==> src/fmwo_pkg.sv <==
// ----------------------------------------------------------------------------
// fm waveform oscillator package
// widths, register codes, shared types and the quarter-wave sine table
// ----------------------------------------------------------------------------
`default_nettype none

package fmwo_pkg;

	localparam int COUNT_BITS = 24;
	localparam int SINE_STEPS = 360;
	localparam int LEVEL_BITS = 16;

	localparam int MOD_W   = 16;
	localparam int RATE_W  = 18;
	localparam int BASE_W  = 24;
	localparam int WAVE_W  = 2;
	localparam int DEPTH_W = 17;

	localparam int CFG_DATA_W  = 24;
	localparam int CFG_INDEX_W = 3;

	localparam logic [CFG_INDEX_W-1:0] REG_SAMPLE_RATE    = 3'd0;
	localparam logic [CFG_INDEX_W-1:0] REG_BASE_FREQUENCY = 3'd1;
	localparam logic [CFG_INDEX_W-1:0] REG_WAVE_SELECT    = 3'd2;
	localparam logic [CFG_INDEX_W-1:0] REG_MOD_DEPTH      = 3'd3;
	localparam logic [CFG_INDEX_W-1:0] REG_MOD_ENABLE     = 3'd4;

	localparam logic [RATE_W-1:0] RATE_RESET = 18'd48000;
	localparam logic [BASE_W-1:0] BASE_RESET = 24'd5120;

	localparam logic [WAVE_W-1:0] WAVE_SINE     = 2'd0;
	localparam logic [WAVE_W-1:0] WAVE_SQUARE   = 2'd1;
	localparam logic [WAVE_W-1:0] WAVE_SAWTOOTH = 2'd2;
	localparam logic [WAVE_W-1:0] WAVE_TRIANGLE = 2'd3;

	// fm offset: level (q1.15) * depth (q1.16) * 20 has scale 2^-31 hz, base is q16.8
	localparam int FRAC_BITS = 23;
	localparam int PROD_W    = MOD_W + DEPTH_W + 1;
	localparam int SUM_W     = BASE_W + FRAC_BITS + 2;
	localparam int FREQ_W    = BASE_W + 1;

	// period = (rate * 512 + f) / (2 f)
	localparam int RATE_SHIFT = 9;
	localparam int PNUM_W     = RATE_W + RATE_SHIFT + 1;

	// shared divider
	localparam int Q_PER   = PNUM_W - 1;
	localparam int Q_WAVE  = LEVEL_BITS + 1;
	localparam int QUO_W   = Q_PER;
	localparam int NUM_W   = COUNT_BITS + LEVEL_BITS + 2;
	localparam int DEN_W   = FREQ_W + 1;
	localparam int REM_W   = DEN_W + 1;
	localparam int STEP_W  = $clog2(Q_PER + 1);
	localparam int SHIFT_W = $clog2(NUM_W + 1);
	localparam int RAMP_W  = COUNT_BITS + 2;

	localparam logic [COUNT_BITS-1:0] COUNT_MAX = '1;

	localparam int FULL_SCALE = 2 ** (LEVEL_BITS - 1);
	localparam int LVX_W      = LEVEL_BITS + 2;

	// sine table: one quarter wave, entry j is the magnitude at step j
	localparam int QTR_STEPS = SINE_STEPS / 4;
	localparam int QTR_N     = QTR_STEPS + 1;
	localparam int QIDX_W    = $clog2(QTR_N);
	localparam int SIDX_W    = $clog2(SINE_STEPS);

	typedef logic [LEVEL_BITS-1:0] qtr_table_t [QTR_N];

	typedef struct packed {
		logic              start;
		logic [STEP_W-1:0] steps;
		logic [NUM_W-1:0]  num;
		logic [DEN_W-1:0]  den;
	} div_req_t;

	typedef struct packed {
		logic             done;
		logic [QUO_W-1:0] quo;
	} div_rsp_t;

	typedef struct packed {
		logic              held;
		logic [FREQ_W-1:0] freq;
	} freq_res_t;

	// odd taylor series in q2.30, seven terms after x, truncating products
	function automatic qtr_table_t build_quarter();
		qtr_table_t  tbl;
		logic [63:0] x;
		logic [63:0] x2;
		logic [63:0] term;
		logic [63:0] acc;
		logic [63:0] mag;
		int          j;
		int          k;
		for (j = 0; j < QTR_N; j++) begin
			x    = (64'(4 * j) * 64'd1686629713) / 64'(SINE_STEPS);
			x2   = (x * x) >> 30;
			term = x;
			acc  = x;
			for (k = 1; k <= 7; k++) begin
				term = (term * x2) >> 30;
				term = term / 64'((2 * k) * (2 * k + 1));
				if ((k % 2) == 1) begin
					acc = (acc >= term) ? acc - term : 64'd0;
				end else begin
					acc = acc + term;
				end
			end
			mag    = (acc * 64'(FULL_SCALE) + (64'd1 << 29)) >> 30;
			tbl[j] = mag[LEVEL_BITS-1:0];
		end
		return tbl;
	endfunction

	localparam qtr_table_t QTR_TABLE = build_quarter();

endpackage

`default_nettype wire

==> src/fmwo_if.sv <==
// ----------------------------------------------------------------------------
// fm waveform oscillator channels
// valid/ready channels for modulator ticks and output levels
// ----------------------------------------------------------------------------
`default_nettype none

interface fmwo_in_if import fmwo_pkg::*; ();
	logic                    valid;
	logic                    ready;
	logic signed [MOD_W-1:0] modulator_level;

	modport source (output valid, output modulator_level, input ready);
	modport sink (input valid, input modulator_level, output ready);
endinterface

interface fmwo_out_if import fmwo_pkg::*; ();
	logic                         valid;
	logic                         ready;
	logic signed [LEVEL_BITS-1:0] level;
	logic                         held;

	modport source (output valid, output level, output held, input ready);
	modport sink (input valid, input level, input held, output ready);
endinterface

`default_nettype wire

==> src/fmwo_freq.sv <==
// ----------------------------------------------------------------------------
// fm waveform oscillator effective frequency
// two-stage fm offset multiply and rounded q17.8 frequency with hold detect
// ----------------------------------------------------------------------------
`default_nettype none

module fmwo_freq import fmwo_pkg::*; (
	input  wire logic                    clk,
	input  wire logic signed [MOD_W-1:0] mod_level,
	input  wire logic [BASE_W-1:0]       base_frequency,
	input  wire logic [DEPTH_W-1:0]      mod_depth,
	input  wire logic                    mod_enable,
	output freq_res_t                    res
);

	localparam logic signed [SUM_W-1:0] ROUND_TERM = SUM_W'(1) <<< (FRAC_BITS - 1);
	localparam logic signed [SUM_W-1:0] ONE_TERM   = SUM_W'(1) <<< FRAC_BITS;

	logic signed [PROD_W-1:0] prod_s1;
	logic signed [PROD_W-1:0] product;
	logic signed [SUM_W-1:0]  offset;
	logic signed [SUM_W-1:0]  sum;
	freq_res_t                res_s2;

	assign product = PROD_W'(mod_level) * PROD_W'(signed'({1'b0, mod_depth}));

	// times 20 as 16 + 4
	assign offset = (SUM_W'(prod_s1) <<< 4) + (SUM_W'(prod_s1) <<< 2);
	assign sum    = signed'(SUM_W'(base_frequency) << FRAC_BITS) + ROUND_TERM + offset;

	always_ff @(posedge clk) begin
		prod_s1     <= mod_enable ? product : '0;
		res_s2.held <= (sum < ONE_TERM);
		res_s2.freq <= sum[FRAC_BITS +: FREQ_W];
	end

	assign res = res_s2;

endmodule

`default_nettype wire

==> src/fmwo_divider.sv <==
// ----------------------------------------------------------------------------
// fm waveform oscillator divider
// shared radix-2 restoring divider, one quotient bit per cycle
// ----------------------------------------------------------------------------
`default_nettype none

module fmwo_divider import fmwo_pkg::*; (
	input  wire logic clk,
	input  wire logic arst_n,
	input  div_req_t  req,
	output div_rsp_t  rsp
);

	logic              busy_q;
	logic              done_q;
	logic [STEP_W-1:0] cnt_q;
	logic [REM_W-1:0]  rem_q;
	logic [NUM_W-1:0]  num_q;
	logic [DEN_W-1:0]  den_q;
	logic [QUO_W-1:0]  quo_q;
	logic [REM_W-1:0]  trial;
	logic [REM_W-1:0]  diff;
	logic              fits;

	assign trial = {rem_q[DEN_W-1:0], num_q[NUM_W-1]};
	assign fits  = (trial >= {1'b0, den_q});
	assign diff  = trial - {1'b0, den_q};

	always_ff @(posedge clk or negedge arst_n) begin
		if (!arst_n) begin
			busy_q <= 1'b0;
			done_q <= 1'b0;
			cnt_q  <= '0;
		end else begin
			done_q <= 1'b0;
			if (req.start) begin
				busy_q <= 1'b1;
				cnt_q  <= req.steps;
			end else if (busy_q) begin
				cnt_q <= cnt_q - STEP_W'(1);
				if (cnt_q == STEP_W'(1)) begin
					busy_q <= 1'b0;
					done_q <= 1'b1;
				end
			end
		end
	end

	// upper bits go straight into the remainder, the rest shift in one per cycle
	always_ff @(posedge clk) begin
		if (req.start) begin
			rem_q <= REM_W'(req.num >> req.steps);
			num_q <= req.num << (SHIFT_W'(NUM_W) - SHIFT_W'(req.steps));
			den_q <= req.den;
			quo_q <= '0;
		end else if (busy_q) begin
			rem_q <= fits ? diff : trial;
			num_q <= {num_q[NUM_W-2:0], 1'b0};
			quo_q <= {quo_q[QUO_W-2:0], fits};
		end
	end

	assign rsp.done = done_q;
	assign rsp.quo  = quo_q;

endmodule

`default_nettype wire

==> src/fmwo_shaper.sv <==
// ----------------------------------------------------------------------------
// fm waveform oscillator wave shaper
// maps counter, period and divider quotient to a clamped q1.15 level
// ----------------------------------------------------------------------------
`default_nettype none

module fmwo_shaper import fmwo_pkg::*; (
	input  wire logic [WAVE_W-1:0]        wave_select,
	input  wire logic [Q_WAVE-1:0]        quo,
	input  wire logic [COUNT_BITS-1:0]    count,
	input  wire logic [COUNT_BITS-1:0]    period,
	output logic signed [LEVEL_BITS-1:0]  level
);

	localparam logic signed [LVX_W-1:0] FS_X  = LVX_W'(FULL_SCALE);
	localparam logic signed [LVX_W-1:0] MAX_X = LVX_W'(FULL_SCALE - 1);
	localparam logic signed [LVX_W-1:0] MIN_X = -LVX_W'(FULL_SCALE);

	function automatic logic signed [LEVEL_BITS-1:0] clamp_level(
		input logic signed [LVX_W-1:0] v
	);
		logic signed [LVX_W-1:0] c;
		c = v;
		if (v > MAX_X) begin
			c = MAX_X;
		end else if (v < MIN_X) begin
			c = MIN_X;
		end
		return c[LEVEL_BITS-1:0];
	endfunction

	logic                    first_half;
	logic [SIDX_W-1:0]       idx;
	logic [1:0]              quad;
	logic [SIDX_W-1:0]       m;
	logic [QIDX_W-1:0]       j;
	logic signed [LVX_W-1:0] mag_x;
	logic signed [LVX_W-1:0] quo_x;
	logic signed [LVX_W-1:0] raw;

	assign first_half = ({count, 1'b0} < {1'b0, period});
	assign quo_x      = signed'(LVX_W'(quo));

	always_comb begin
		idx = (quo >= Q_WAVE'(SINE_STEPS)) ? SIDX_W'(SINE_STEPS - 1) : quo[SIDX_W-1:0];
		if (idx >= SIDX_W'(3 * QTR_STEPS)) begin
			quad = 2'd3;
			m    = idx - SIDX_W'(3 * QTR_STEPS);
		end else if (idx >= SIDX_W'(2 * QTR_STEPS)) begin
			quad = 2'd2;
			m    = idx - SIDX_W'(2 * QTR_STEPS);
		end else if (idx >= SIDX_W'(QTR_STEPS)) begin
			quad = 2'd1;
			m    = idx - SIDX_W'(QTR_STEPS);
		end else begin
			quad = 2'd0;
			m    = idx;
		end
		j     = quad[0] ? QIDX_W'(SIDX_W'(QTR_STEPS) - m) : QIDX_W'(m);
		mag_x = signed'(LVX_W'(QTR_TABLE[j]));
	end

	always_comb begin
		case (wave_select)
			WAVE_SINE: begin
				raw = quad[1] ? -mag_x : mag_x;
			end
			WAVE_SQUARE: begin
				raw = first_half ? MAX_X : MIN_X;
			end
			WAVE_SAWTOOTH: begin
				raw = quo_x - FS_X;
			end
			WAVE_TRIANGLE: begin
				raw = first_half ? quo_x - FS_X : FS_X - quo_x;
			end
			default: begin
				raw = '0;
			end
		endcase
		level = clamp_level(raw);
	end

endmodule

`default_nettype wire

==> src/fm_waveform_oscillator.sv <==
// ----------------------------------------------------------------------------
// fm waveform oscillator
// counter-based sine/square/sawtooth/triangle oscillator with fm input
// ----------------------------------------------------------------------------
// Each tick item carries the modulator level and returns one output level.
// A tick whose effective frequency is not positive returns the last level with
// held set and leaves the counter alone. A normal tick runs a radix-2 period
// division and, for sine, sawtooth and triangle but not square, a second one
// for the waveform ratio on the same shared divider. Any item waits in the done
// state while the output register is full. Tick is not ready while an item is
// in work; a finished result sits in the output register, so the next tick is
// taken while it waits. Registers must be written only while idle; the block
// itself does not enforce it.
`default_nettype none

module fm_waveform_oscillator import fmwo_pkg::*; (
	input  wire logic                   clk,
	input  wire logic                   arst_n,
	fmwo_in_if.sink                     tick,
	fmwo_out_if.source                  result,
	input  wire logic                   wr_en,
	input  wire logic [CFG_INDEX_W-1:0] wr_index,
	input  wire logic [CFG_DATA_W-1:0]  wr_data
);

	localparam int ST_W = 4;
	localparam logic [ST_W-1:0] S_IDLE  = 4'd0;
	localparam logic [ST_W-1:0] S_MUL   = 4'd1;
	localparam logic [ST_W-1:0] S_ADD   = 4'd2;
	localparam logic [ST_W-1:0] S_CHECK = 4'd3;
	localparam logic [ST_W-1:0] S_PDIV  = 4'd4;
	localparam logic [ST_W-1:0] S_STEP  = 4'd5;
	localparam logic [ST_W-1:0] S_WAVE  = 4'd6;
	localparam logic [ST_W-1:0] S_WDIV  = 4'd7;
	localparam logic [ST_W-1:0] S_SHAPE = 4'd8;
	localparam logic [ST_W-1:0] S_DONE  = 4'd9;

	logic [RATE_W-1:0]  sample_rate_q;
	logic [BASE_W-1:0]  base_frequency_q;
	logic [WAVE_W-1:0]  wave_select_q;
	logic [DEPTH_W-1:0] mod_depth_q;
	logic               mod_enable_q;

	logic [ST_W-1:0]              state_q;
	logic [COUNT_BITS-1:0]        count_q;
	logic signed [LEVEL_BITS-1:0] last_q;
	logic                         out_valid_q;

	logic signed [MOD_W-1:0]      mod_q;
	logic [COUNT_BITS-1:0]        period_q;
	logic signed [LEVEL_BITS-1:0] res_level_q;
	logic                         res_held_q;
	logic signed [LEVEL_BITS-1:0] out_level_q;
	logic                         out_held_q;

	freq_res_t                    freq_res;
	div_req_t                     div_req;
	div_rsp_t                     div_rsp;
	logic [COUNT_BITS-1:0]        period_next;
	logic [COUNT_BITS:0]          count_inc;
	logic [COUNT_BITS-1:0]        count_next;
	logic [COUNT_BITS:0]          twice_count;
	logic [RAMP_W-1:0]            ramp_n;
	logic signed [LEVEL_BITS-1:0] shape_level;
	logic                         accept;
	logic                         out_load;

	assign tick.ready = (state_q == S_IDLE);
	assign accept     = tick.valid && (state_q == S_IDLE);
	assign out_load   = (state_q == S_DONE) && (!out_valid_q || result.ready);

	assign result.valid = out_valid_q;
	assign result.level = out_level_q;
	assign result.held  = out_held_q;

	always_ff @(posedge clk or negedge arst_n) begin
		if (!arst_n) begin
			sample_rate_q    <= RATE_RESET;
			base_frequency_q <= BASE_RESET;
			wave_select_q    <= WAVE_SINE;
			mod_depth_q      <= '0;
			mod_enable_q     <= 1'b0;
		end else if (wr_en) begin
			case (wr_index)
				REG_SAMPLE_RATE:    sample_rate_q    <= wr_data[RATE_W-1:0];
				REG_BASE_FREQUENCY: base_frequency_q <= wr_data[BASE_W-1:0];
				REG_WAVE_SELECT:    wave_select_q    <= wr_data[WAVE_W-1:0];
				REG_MOD_DEPTH:      mod_depth_q      <= wr_data[DEPTH_W-1:0];
				REG_MOD_ENABLE:     mod_enable_q     <= wr_data[0];
				default: ;
			endcase
		end
	end

	fmwo_freq u_freq (
		.clk            (clk),
		.mod_level      (mod_q),
		.base_frequency (base_frequency_q),
		.mod_depth      (mod_depth_q),
		.mod_enable     (mod_enable_q),
		.res            (freq_res)
	);

	fmwo_divider u_divider (
		.clk    (clk),
		.arst_n (arst_n),
		.req    (div_req),
		.rsp    (div_rsp)
	);

	fmwo_shaper u_shaper (
		.wave_select (wave_select_q),
		.quo         (div_rsp.quo[Q_WAVE-1:0]),
		.count       (count_q),
		.period      (period_q),
		.level       (shape_level)
	);

	// period clamped to [1, counter max]
	always_comb begin
		if (div_rsp.quo == '0) begin
			period_next = COUNT_BITS'(1);
		end else if (div_rsp.quo > QUO_W'(COUNT_MAX)) begin
			period_next = COUNT_MAX;
		end else begin
			period_next = div_rsp.quo[COUNT_BITS-1:0];
		end
	end

	assign count_inc  = (COUNT_BITS + 1)'(count_q) + (COUNT_BITS + 1)'(1);
	assign count_next = (count_inc >= {1'b0, period_q}) ? '0 : count_inc[COUNT_BITS-1:0];

	// ramp numerator index: 2c for sawtooth, 4c or 2(2c - p) for triangle
	assign twice_count = {count_q, 1'b0};
	always_comb begin
		if (wave_select_q == WAVE_SAWTOOTH) begin
			ramp_n = RAMP_W'(twice_count);
		end else if (twice_count < {1'b0, period_q}) begin
			ramp_n = {count_q, 2'b00};
		end else begin
			ramp_n = RAMP_W'({twice_count - {1'b0, period_q}, 1'b0});
		end
	end

	always_comb begin
		div_req = '0;
		case (state_q)
			S_CHECK: begin
				if (!freq_res.held) begin
					div_req.start = 1'b1;
					div_req.steps = STEP_W'(Q_PER);
					div_req.num   = (NUM_W'(sample_rate_q) << RATE_SHIFT) + NUM_W'(freq_res.freq);
					div_req.den   = {freq_res.freq, 1'b0};
				end
			end
			S_WAVE: begin
				if (wave_select_q != WAVE_SQUARE) begin
					div_req.start = 1'b1;
					div_req.steps = STEP_W'(Q_WAVE);
					if (wave_select_q == WAVE_SINE) begin
						div_req.num = NUM_W'(count_q) * NUM_W'(SINE_STEPS);
						div_req.den = DEN_W'(period_q);
					end else begin
						div_req.num = (NUM_W'(ramp_n) << LEVEL_BITS) + NUM_W'(period_q);
						div_req.den = DEN_W'({period_q, 1'b0});
					end
				end
			end
			default: ;
		endcase
	end

	always_ff @(posedge clk or negedge arst_n) begin
		if (!arst_n) begin
			state_q     <= S_IDLE;
			count_q     <= '0;
			last_q      <= '0;
			out_valid_q <= 1'b0;
		end else begin
			if (out_load) begin
				out_valid_q <= 1'b1;
			end else if (result.ready) begin
				out_valid_q <= 1'b0;
			end
			case (state_q)
				S_IDLE: begin
					if (tick.valid) begin
						state_q <= S_MUL;
					end
				end
				S_MUL: begin
					state_q <= S_ADD;
				end
				S_ADD: begin
					state_q <= S_CHECK;
				end
				S_CHECK: begin
					state_q <= freq_res.held ? S_DONE : S_PDIV;
				end
				S_PDIV: begin
					if (div_rsp.done) begin
						state_q <= S_STEP;
					end
				end
				S_STEP: begin
					count_q <= count_next;
					state_q <= S_WAVE;
				end
				S_WAVE: begin
					state_q <= (wave_select_q == WAVE_SQUARE) ? S_SHAPE : S_WDIV;
				end
				S_WDIV: begin
					if (div_rsp.done) begin
						state_q <= S_SHAPE;
					end
				end
				S_SHAPE: begin
					last_q  <= shape_level;
					state_q <= S_DONE;
				end
				S_DONE: begin
					if (out_load) begin
						state_q <= S_IDLE;
					end
				end
				default: begin
					state_q <= S_IDLE;
				end
			endcase
		end
	end

	always_ff @(posedge clk) begin
		if (accept) begin
			mod_q <= tick.modulator_level;
		end
		if (state_q == S_PDIV && div_rsp.done) begin
			period_q <= period_next;
		end
		if (state_q == S_CHECK && freq_res.held) begin
			res_level_q <= last_q;
			res_held_q  <= 1'b1;
		end
		if (state_q == S_SHAPE) begin
			res_level_q <= shape_level;
			res_held_q  <= 1'b0;
		end
		if (out_load) begin
			out_level_q <= res_level_q;
			out_held_q  <= res_held_q;
		end
	end

endmodule

`default_nettype wire

==> src/flat_wrapper.sv <==
// flat-port wrapper written by rule: the top's interface ports become plain ports
module fm_waveform_oscillator_flat import fmwo_pkg::*;
  (clk, arst_n, wr_en, wr_index, wr_data, tick_valid, tick_modulator_level, tick_ready, result_valid, result_level, result_held, result_ready);
  fmwo_in_if tick_i ();
  fmwo_out_if result_i ();
  input  wire logic clk;
  input  wire logic arst_n;
  input  wire logic wr_en;
  input  wire logic [CFG_INDEX_W-1:0] wr_index;
  input  wire logic [CFG_DATA_W-1:0] wr_data;
  input wire logic [$bits(tick_i.valid)-1:0] tick_valid;
  input wire logic [$bits(tick_i.modulator_level)-1:0] tick_modulator_level;
  output wire logic [$bits(tick_i.ready)-1:0] tick_ready;
  output wire logic [$bits(result_i.valid)-1:0] result_valid;
  output wire logic [$bits(result_i.level)-1:0] result_level;
  output wire logic [$bits(result_i.held)-1:0] result_held;
  input wire logic [$bits(result_i.ready)-1:0] result_ready;
  assign tick_i.valid = tick_valid;
  assign tick_i.modulator_level = tick_modulator_level;
  assign tick_ready = tick_i.ready;
  assign result_valid = result_i.valid;
  assign result_level = result_i.level;
  assign result_held = result_i.held;
  assign result_i.ready = result_ready;
  fm_waveform_oscillator u_core (.clk(clk), .arst_n(arst_n), .tick(tick_i), .result(result_i), .wr_en(wr_en), .wr_index(wr_index), .wr_data(wr_data));
endmodule
==> config.mk <==
export PLATFORM = sky130hd
export DESIGN_NAME = fm_waveform_oscillator_flat
export DESIGN_NICKNAME = d
export VERILOG_FILES = /design/src/fmwo_pkg.sv /design/src/fmwo_if.sv /design/src/fmwo_freq.sv /design/src/fmwo_divider.sv /design/src/fmwo_shaper.sv /design/src/fm_waveform_oscillator.sv /design/src/flat_wrapper.sv
export SDC_FILE = /design/constraint.sdc
export NUM_CORES = 2
export LEC_CHECK = 0
export BUFFER_PORTS_ARGS = -buffer_cell sky130_fd_sc_hd__buf_2
export CORE_ASPECT_RATIO = 0.75
export CORE_UTILIZATION = 66
export DETAILED_ROUTE_END_ITERATION = 8
export GPL_TIMING_DRIVEN = 0
export PLACE_DENSITY = 0.83
export SKIP_LAST_GASP = 1
export SLEW_MARGIN = 20
export SYNTH_ARGS = -nofsm -noshare
export SYNTH_HDL_FRONTEND = slang
export SYNTH_SLANG_ARGS = --single-unit
==> constraint.sdc <==
create_clock -name clk -period 10.15 [get_ports clk]
set_clock_uncertainty 0.05 [all_clocks]
set_input_delay 2.03 -clock clk [delete_from_list [all_inputs] [get_ports clk]]
set_output_delay 2.03 -clock clk [all_outputs]
set_load 0.05 [all_outputs]
# [Word level (Yosys, flattened, before mapping)]
# Memories as Yosys holds them, arrays and structs flattened.
# Index checks and enable logic that the tools add are counted.
[word_totals] regBits=369 mem_bits_ro=2048 output_inout_bits=19 elab_cells=151 mem_count=1
[op_classes] n_addsub=17 n_mul=2 magnitude_cmp=12 eq_ne=22 shifts=2 n_mux=48 bitwise=1 reduce_logical=20
[memory_table] memory="(name not given)" words=128 word_bits=16 rd=1 rd_clocked_by_memory_dff=0 wr=0 line="fmwo_shaper.sv:60" text="mag_x = signed'(LVX_W'(QTR_TABLE[j]));"
[op_table] cell="74-bit 2-to-1 mux" n=2
[op_table] cell="74-bit case mux with 2 select lines" n=1
[op_table] cell="26-bit 2-to-1 mux" n=5
[op_table] cell="16-bit 2-to-1 mux" n=6
[op_table] cell="42-bit 2-to-1 mux" n=2
[op_table] cell="18-bit case mux with 4 select lines" n=1
[op_table] cell="68-bit 2-to-1 mux" n=1
[op_table] cell="18-bit 2-to-1 mux" n=3
[op_table] cell="49-bit by 39-bit adder with 49-bit output" n=1
[op_table] cell="49-bit by 25-bit less-than comparator with 1-bit output (second input constant)" n=1
[op_table] cell="47-bit by 23-bit adder with 48-bit output (second input constant)" n=1
[op_table] cell="24-bit 2-to-1 mux" n=2
[op_table] cell="42-bit by 24-bit adder with 42-bit output" n=1
[op_table] cell="42-bit by 6-bit left shift with 42-bit output" n=1
[op_table] cell="42-bit by 5-bit right shift with 26-bit output" n=1
[op_table] cell="4-bit case mux with 10 select lines" n=1
[op_table] cell="38-bit by 36-bit adder with 39-bit output" n=1
[op_table] cell="16-bit by 18-bit multiplier with 34-bit output" n=1
[op_table] cell="24-bit by 6-bit multiplier with 30-bit output (second input constant)" n=1
[op_table] cell="27-bit by 25-bit adder with 28-bit output" n=1
[op_table] cell="7-bit 2-to-1 mux" n=4
[op_table] cell="27-bit by 26-bit >= comparator with 1-bit output" n=1
[op_table] cell="27-bit by 24-bit greater-than comparator with 1-bit output (second input constant)" n=1
[op_table] cell="27-bit logical NOT" n=1
[op_table] cell="other kinds (49)" n=83

# [Longest topological paths before layout]
[depth] word_depth=19 depth_mapped=37 ltp_nobuf=32

# [Hierarchy]
# From an unflattened synthesis, not the netlist that was laid out.
[hier_totals] hier_cells=4930 area_unflattened_um2=43526.7
[by_module_without_submodules] mod="fm_waveform_oscillator" instances=1 cells_per_inst=1494 area_each_um2=14381.3
[by_module_without_submodules] mod="fmwo_freq" instances=1 cells_per_inst=1436 area_each_um2=13021.2
[by_module_without_submodules] mod="fmwo_divider" instances=1 cells_per_inst=1162 area_each_um2=10736.5
[by_module_without_submodules] mod="fmwo_shaper" instances=1 cells_per_inst=838 area_each_um2=5387.7

# [Worst setup path after synthesis]
# No wires, ideal clock.
[synth_timing] path_type="reg2reg" from="register u_core.u_divider.quo_q[1]" to="register u_core.res_level_q[6] (data pin)" setup_ns=0.260 t_arrival_ns=7.417 setup_slack_ns=2.423 path_stages_with_launch=35 n_path_buf=7 period_less_slack_ns=7.727 path_cell_list="dfxtp_1 clkbuf_1 inv_1 clkbuf_1 ha_1 or4b_1 o41ai_2 or3_1 buf_6 nor2_1 inv_1 ha_1 nand3_1 nand3_1 clkbuf_1 a211oi_4 xor2_1 ha_1 xnor2_1 o22ai_1 o32ai_2 clkbuf_1 buf_1 ha_1 a32oi_1 a311oi_1 a31oi_1 nand4_1 or4_1 nor4_1 a2111oi_2 nor3b_1 o21a_1 buf_4 o2bb2ai_2"
[synth_between] elab_chain_len=19 word_cells_on_any_way=31 cone_classes="add/sub: 7; order compare: 6; mux: 16; bitwise: 1; memory: 1"
[synth_rtl] element="from (decl)" line="fmwo_divider.sv:20" text="logic [QUO_W-1:0] quo_q;"
[synth_rtl] element="from (signal assigned)" line="fmwo_divider.sv:59" text="quo_q <= {quo_q[QUO_W-2:0], fits};"
[synth_rtl] element="17-bit by 9-bit >= comparator with 1-bit output" line="fmwo_shaper.sv:45" text="idx = (quo >= Q_WAVE'(SINE_STEPS)) ? SIDX_W'(SINE_STEPS - 1) : quo[SIDX_W-1:0];"
[synth_rtl] element="9-bit 2-to-1 mux" line="fmwo_shaper.sv:45"
[synth_rtl] element="9-bit by 7-bit >= comparator with 1-bit output or 7-bit subtractor (tied branches)" line="fmwo_shaper.sv:52, fmwo_shaper.sv:54"
[synth_rtl] element="7-bit 2-to-1 mux" line="fmwo_shaper.sv:52" text="end else if (idx >= SIDX_W'(QTR_STEPS)) begin"
[synth_rtl] element="7-bit 2-to-1 mux" line="fmwo_shaper.sv:49" text="end else if (idx >= SIDX_W'(2 * QTR_STEPS)) begin"
[synth_rtl] element="7-bit 2-to-1 mux" line="fmwo_shaper.sv:46" text="if (idx >= SIDX_W'(3 * QTR_STEPS)) begin"
[synth_rtl] element="7-bit subtractor" line="fmwo_shaper.sv:59" text="j = quad[0] ? QIDX_W'(SIDX_W'(QTR_STEPS) - m) : QIDX_W'(m);"
[synth_rtl] element="7-bit 2-to-1 mux" line="fmwo_shaper.sv:59"
[synth_rtl] element="[2 not listed]"
[synth_rtl] element="16-bit 2-to-1 mux (not written as such) (2 in series)" line="fmwo_shaper.sv:60"
[synth_rtl] element="16-bit negator with 18-bit output" line="fmwo_shaper.sv:66" text="raw = quad[1] ? -mag_x : mag_x;"
[synth_rtl] element="18-bit 2-to-1 mux" line="fmwo_shaper.sv:66"
[synth_rtl] element="18-bit case mux with 4 select lines (*)" line="fmwo_shaper.sv:64" text="case (wave_select)"
[synth_rtl] element="18-bit by 16-bit less-than comparator with 1-bit output" line="fmwo_shaper.sv:26" text="end else if (v < MIN_X) begin"
[synth_rtl] element="16-bit 2-to-1 mux" line="fmwo_shaper.sv:26"
[synth_rtl] element="16-bit 2-to-1 mux (*)" line="fmwo_shaper.sv:24" text="if (v > MAX_X) begin"
[synth_rtl] element="16-bit 2-to-1 mux (*)" line="fm_waveform_oscillator.sv:244" text="if (state_q == S_SHAPE) begin"
[synth_rtl] element="to (signal assigned)" line="fm_waveform_oscillator.sv:241" text="res_level_q <= last_q;"
[synth_rtl] element="to (signal assigned)" line="fm_waveform_oscillator.sv:245" text="res_level_q <= shape_level;"
[synth_rtl] element="to (decl)" line="fm_waveform_oscillator.sv:51" text="logic signed [LEVEL_BITS-1:0] res_level_q;"
# Every way passes the cells marked *; elsewhere a longest branch is shown, timed or not. The select of a mux whose other input is x is not followed.
# A chain may end at the register's enable or synchronous reset.

# [Worst setup path after layout]
[layout_timing] from="register u_core.u_divider.quo_q[1]" to="register u_core.res_level_q[13] (data pin)"
# Same word-level chain as after synthesis.

==> metrics.md <==
| Metric | Value |
|---|---|
| Via density | `6.57` |
| Worst skew pair latency | `0.60 ns` |
| Net Count, Synth | `5050` |
| Clock slew at reported path FFs | `0.07 ns` |
| Initial core utilization | `0.671` |
| DR DRC count | `0` |
| Initial antenna violation count | `7` |
| Highest cell delay on the worst timing path | `0.72 ns` |
| Routed Antenna Nets | `0` |
| Hold_buf cts | `0` |
| Max-cap viol count | `0` |
| Clock period minus worst slack | `9.92 ns` |
| Filler instances | `4468` |
| Iteration-0 DRC Markers | `5523` |
| I/O Pins | `67` |
| Routed Wire Length | `126000 um` |
| Antenna cells | `0` |
| Period utilization | `0.977` |
| Ys Warns | `0` |
| Crit path top cell by count | `ha_1` |
| Synthesis-to-layout area growth | `7.58%` |
| Distinct cells, synth | `107` |
| Worst EP arrival | `10.20 ns` |
| Max frequency | `0.101 GHz` |
| Worst Setup Start Kind | `flop` |
| Avg Cell Area, Syn | `8.88 sq um` |
| Post-synth EDFFs | `167` |
| GRT Resource Usage Total | `0.426` |
| Critical path type | `flop to flop` |
| Final hold viol count | `0` |
| Worst Hold Class | `flop to flop` |
| CTS Buffer Depth | `3` |
| Vias post-DR | `34800` |
| Cell Count, Final, Fillers Out | `5292` |
| Overflow after GRT | `0` |
| Register area share after synthesis | `0.249` |
| Mapped cell area | `38700 sq um` |
| Ys flop type | `edfxtp_1` |
| Port Buffers | `66` |
| GP Congestion | `1.06` |
| Core area | `57700 sq um` |
| TritonCTS buffer count | `40` |
| CTS tree | `done` |
| Top cells by area, synth | `fa_1 14%, edfxtp_1 13%, ha_1 12%` |
| Fraction of layout instances using a drive strength above 1 | `0.0751` |
| Mapped Cells | `4364` |
| Slowest library cell on the worst path | `nor2_1` |
| Die width | `282 um` |
| Yosys reg bits | `369` |
| Die Y | `212 um` |
| HPWL Detailed | `101000 um` |
| Drt wl/cell | `23.9 um` |
| Root buf cell | `clkbuf_16` |
| Crit path max fanout | `10` |
| Max-slew headroom | `0.163` |
| First-pass GRT wire length | `193000 um` |
| Largest net degree at the start of global routing | `62` |
| Asr flop ratio synth | `0.309` |
| H-tree depth | `2` |
| RSZ-0062 raised after global routing | `true` |
| Die area | `59700 sq um` |
| Final setup viols | `0` |
| Status | `finished, final reports clean` |
| Placed cell count | `5215` |
| Endpoint type of the worst setup path | `flop` |
| Pins Over Slew Limit | `0` |
| Row count | `76` |
| Most area-hungry cell type in the Yosys netlist | `fa_1` |
| Number of global-route vias before repair | `32600` |
| Worst Tran Pin Value | `1.25 ns` |
| 1st-pass router iterations | `7` |
| Clock sinks | `369` |
| Critical Path RT | `10.43 ns` |
| Area share of the largest cell type after synthesis | `0.139` |
| Fin nets | `5166` |
==> layout make-up <==
class | instances | area, sq um | share of cell area
multi-input combinational | 3315 | 26500 | 0.636
sequential | 369 | 9640 | 0.231
inverter | 460 | 1730 | 0.0414
clock buffer | 54 | 1200 | 0.0287
tap | 780 | 976 | 0.0234
buffer | 220 | 926 | 0.0222
timing repair buffer | 74 | 473 | 0.0114
clock inverter | 20 | 229 | 0.00550
==> worst paths after layout <==
kind                                           start                     endpoint  slack, ns  depth (start not counted)
hold reg to reg                u_core.res_level_q[2]       u_core.result.level[2]       0.37                          0
hold / removal                 u_core.res_level_q[2]       u_core.result.level[2]       0.37                          0
setup / recovery           u_core.u_divider.quo_q[1]       u_core.res_level_q[13]       0.23                         30
min in group asynchronous                     arst_n          u_core.result.valid       1.19                          1
setup reg to reg           u_core.u_divider.quo_q[1]       u_core.res_level_q[13]       0.23                         30
max in group asynchronous                     arst_n  u_core.base_frequency_q[10]       7.94                          3
==> flip-flops by register name, indices dropped and copies added (netlist names), 5 cells and up <==
name	flops
u_core.u_divider.num_q	42
u_core.u_freq.prod_s1	34
u_core.u_divider.quo_q	27
u_core.u_divider.den_q	26
u_core.u_divider.rem_q	26
u_core.u_freq.res	26
u_core.base_frequency_q	24
u_core.count_q	24
u_core.period_q	24
u_core.sample_rate_q	18
u_core.mod_depth_q	17
u_core.last_q	16
u_core.mod_q	16
u_core.res_level_q	16
u_core.result.level	16
u_core.u_divider.cnt_q	5
==> cells in the mapped netlist, types with 55 or more instances <==
| cell type | n |
|---|---|
| a21o_1 | 60 |
| a21oi_1 | 220 |
| and2_1 | 139 |
| clkbuf_1 | 172 |
| dfrtp_1 | 105 |
| dfxtp_1 | 88 |
| edfxtp_1 | 167 |
| fa_1 | 268 |
| ha_1 | 370 |
| inv_1 | 454 |
| mux2_2 | 76 |
| mux2i_1 | 103 |
| nand2_1 | 459 |
| nand2b_1 | 76 |
| nand3_1 | 89 |
| nor2_1 | 321 |
| nor3_1 | 78 |
| o21ai_0 | 215 |
| xnor2_1 | 125 |
| xor2_1 | 55 |
==> cell usage in the layout, fill, tap and decap left out, types with 13 or more instances in the layout <==
cell | netlist | routed
a211o_1 | 15 | 15
a211oi_1 | 40 | 40
a21o_1 | 60 | 60
a21oi_1 | 220 | 219
a22oi_1 | 25 | 25
a31oi_1 | 34 | 33
and2_1 | 139 | 138
and3_1 | 37 | 36
buf_1 | 17 | 15
buf_2 | 20 | 86
clkbuf_1 | 172 | 170
clkbuf_16 | 0 | 42
dfrtp_1 | 105 | 105
dfxtp_1 | 88 | 88
edfxtp_1 | 167 | 167
fa_1 | 268 | 268
ha_1 | 370 | 370
inv_1 | 454 | 454
mux2_2 | 76 | 76
mux2i_1 | 103 | 102
nand2_1 | 459 | 459
nand2b_1 | 76 | 76
nand3_1 | 89 | 89
nand4_1 | 31 | 31
nor2_1 | 321 | 318
nor2b_1 | 32 | 32
nor3_1 | 78 | 77
nor3b_1 | 13 | 13
nor4_1 | 24 | 24
o211ai_1 | 36 | 36
o21a_1 | 22 | 22
o21ai_0 | 215 | 212
o21bai_1 | 34 | 34
o22ai_1 | 26 | 26
o31ai_1 | 36 | 35
or3_1 | 17 | 16
or4_1 | 14 | 14
xnor2_1 | 125 | 124
xor2_1 | 55 | 55
==> per-layer routing <==
metal  share of wire  GRT usage
met5        0.000071          0
met4           0.024     0.0956
met3            0.18      0.204
met2            0.37      0.537
met1            0.43      0.643
==> logic make-up after synthesis <==
| logic type | share of synthesized area |
|---|---|
| adders and majority gates | 0.258 |
| other | 0.0000968 |
| buffers and inverters | 0.0683 |
| DFF | 0.249 |
| xor gates and xnor gates | 0.0430 |
| muxes | 0.0505 |
| and+or+nand+nor | 0.169 |
| AOI/OAI and AO/OA | 0.162 |
==> metrics by stage <==
step	worst slack, ns	TNS, ns	area, sq um	hold slack [ns]	util
after global routing	-0.0522	-0.103	41700	0.369	0.722
after detailed placement	-0.311	-4.75	40200	0.356	0.696
after global placement	-0.231	-2.66	40000	0.350	0.694
after floorplan	2.42	0	38700	0.350	-
after CTS	0.122	0	41600	0.368	0.721
final	0.230	0	41700	0.370	0.722
==> worst max-delay path, delay by kind of cell (launching register included) <==
family                   cells  cell delay, ns
AND/OR/NAND/NOR             11            3.55
AO/OA/AOI/OAI                9            2.67
buffers and inverters        5            1.41
adder cells (fa/ha/maj)      3            0.74
multiplexers                 1            0.66
flip-flops                   1            0.33
XOR/XNOR                     1            0.19
==> what timing repair did <==
item,4_1_cts,5_1_grt
resized for setup,3,13
pin swaps,0,1
hold endpoints to repair,0,0
endpoints found under the setup margin,28,37
setup buffers,0,3
Power is not shown: default switching activity piles up to over one toggle a cycle in this logic, so the estimate is an artifact.
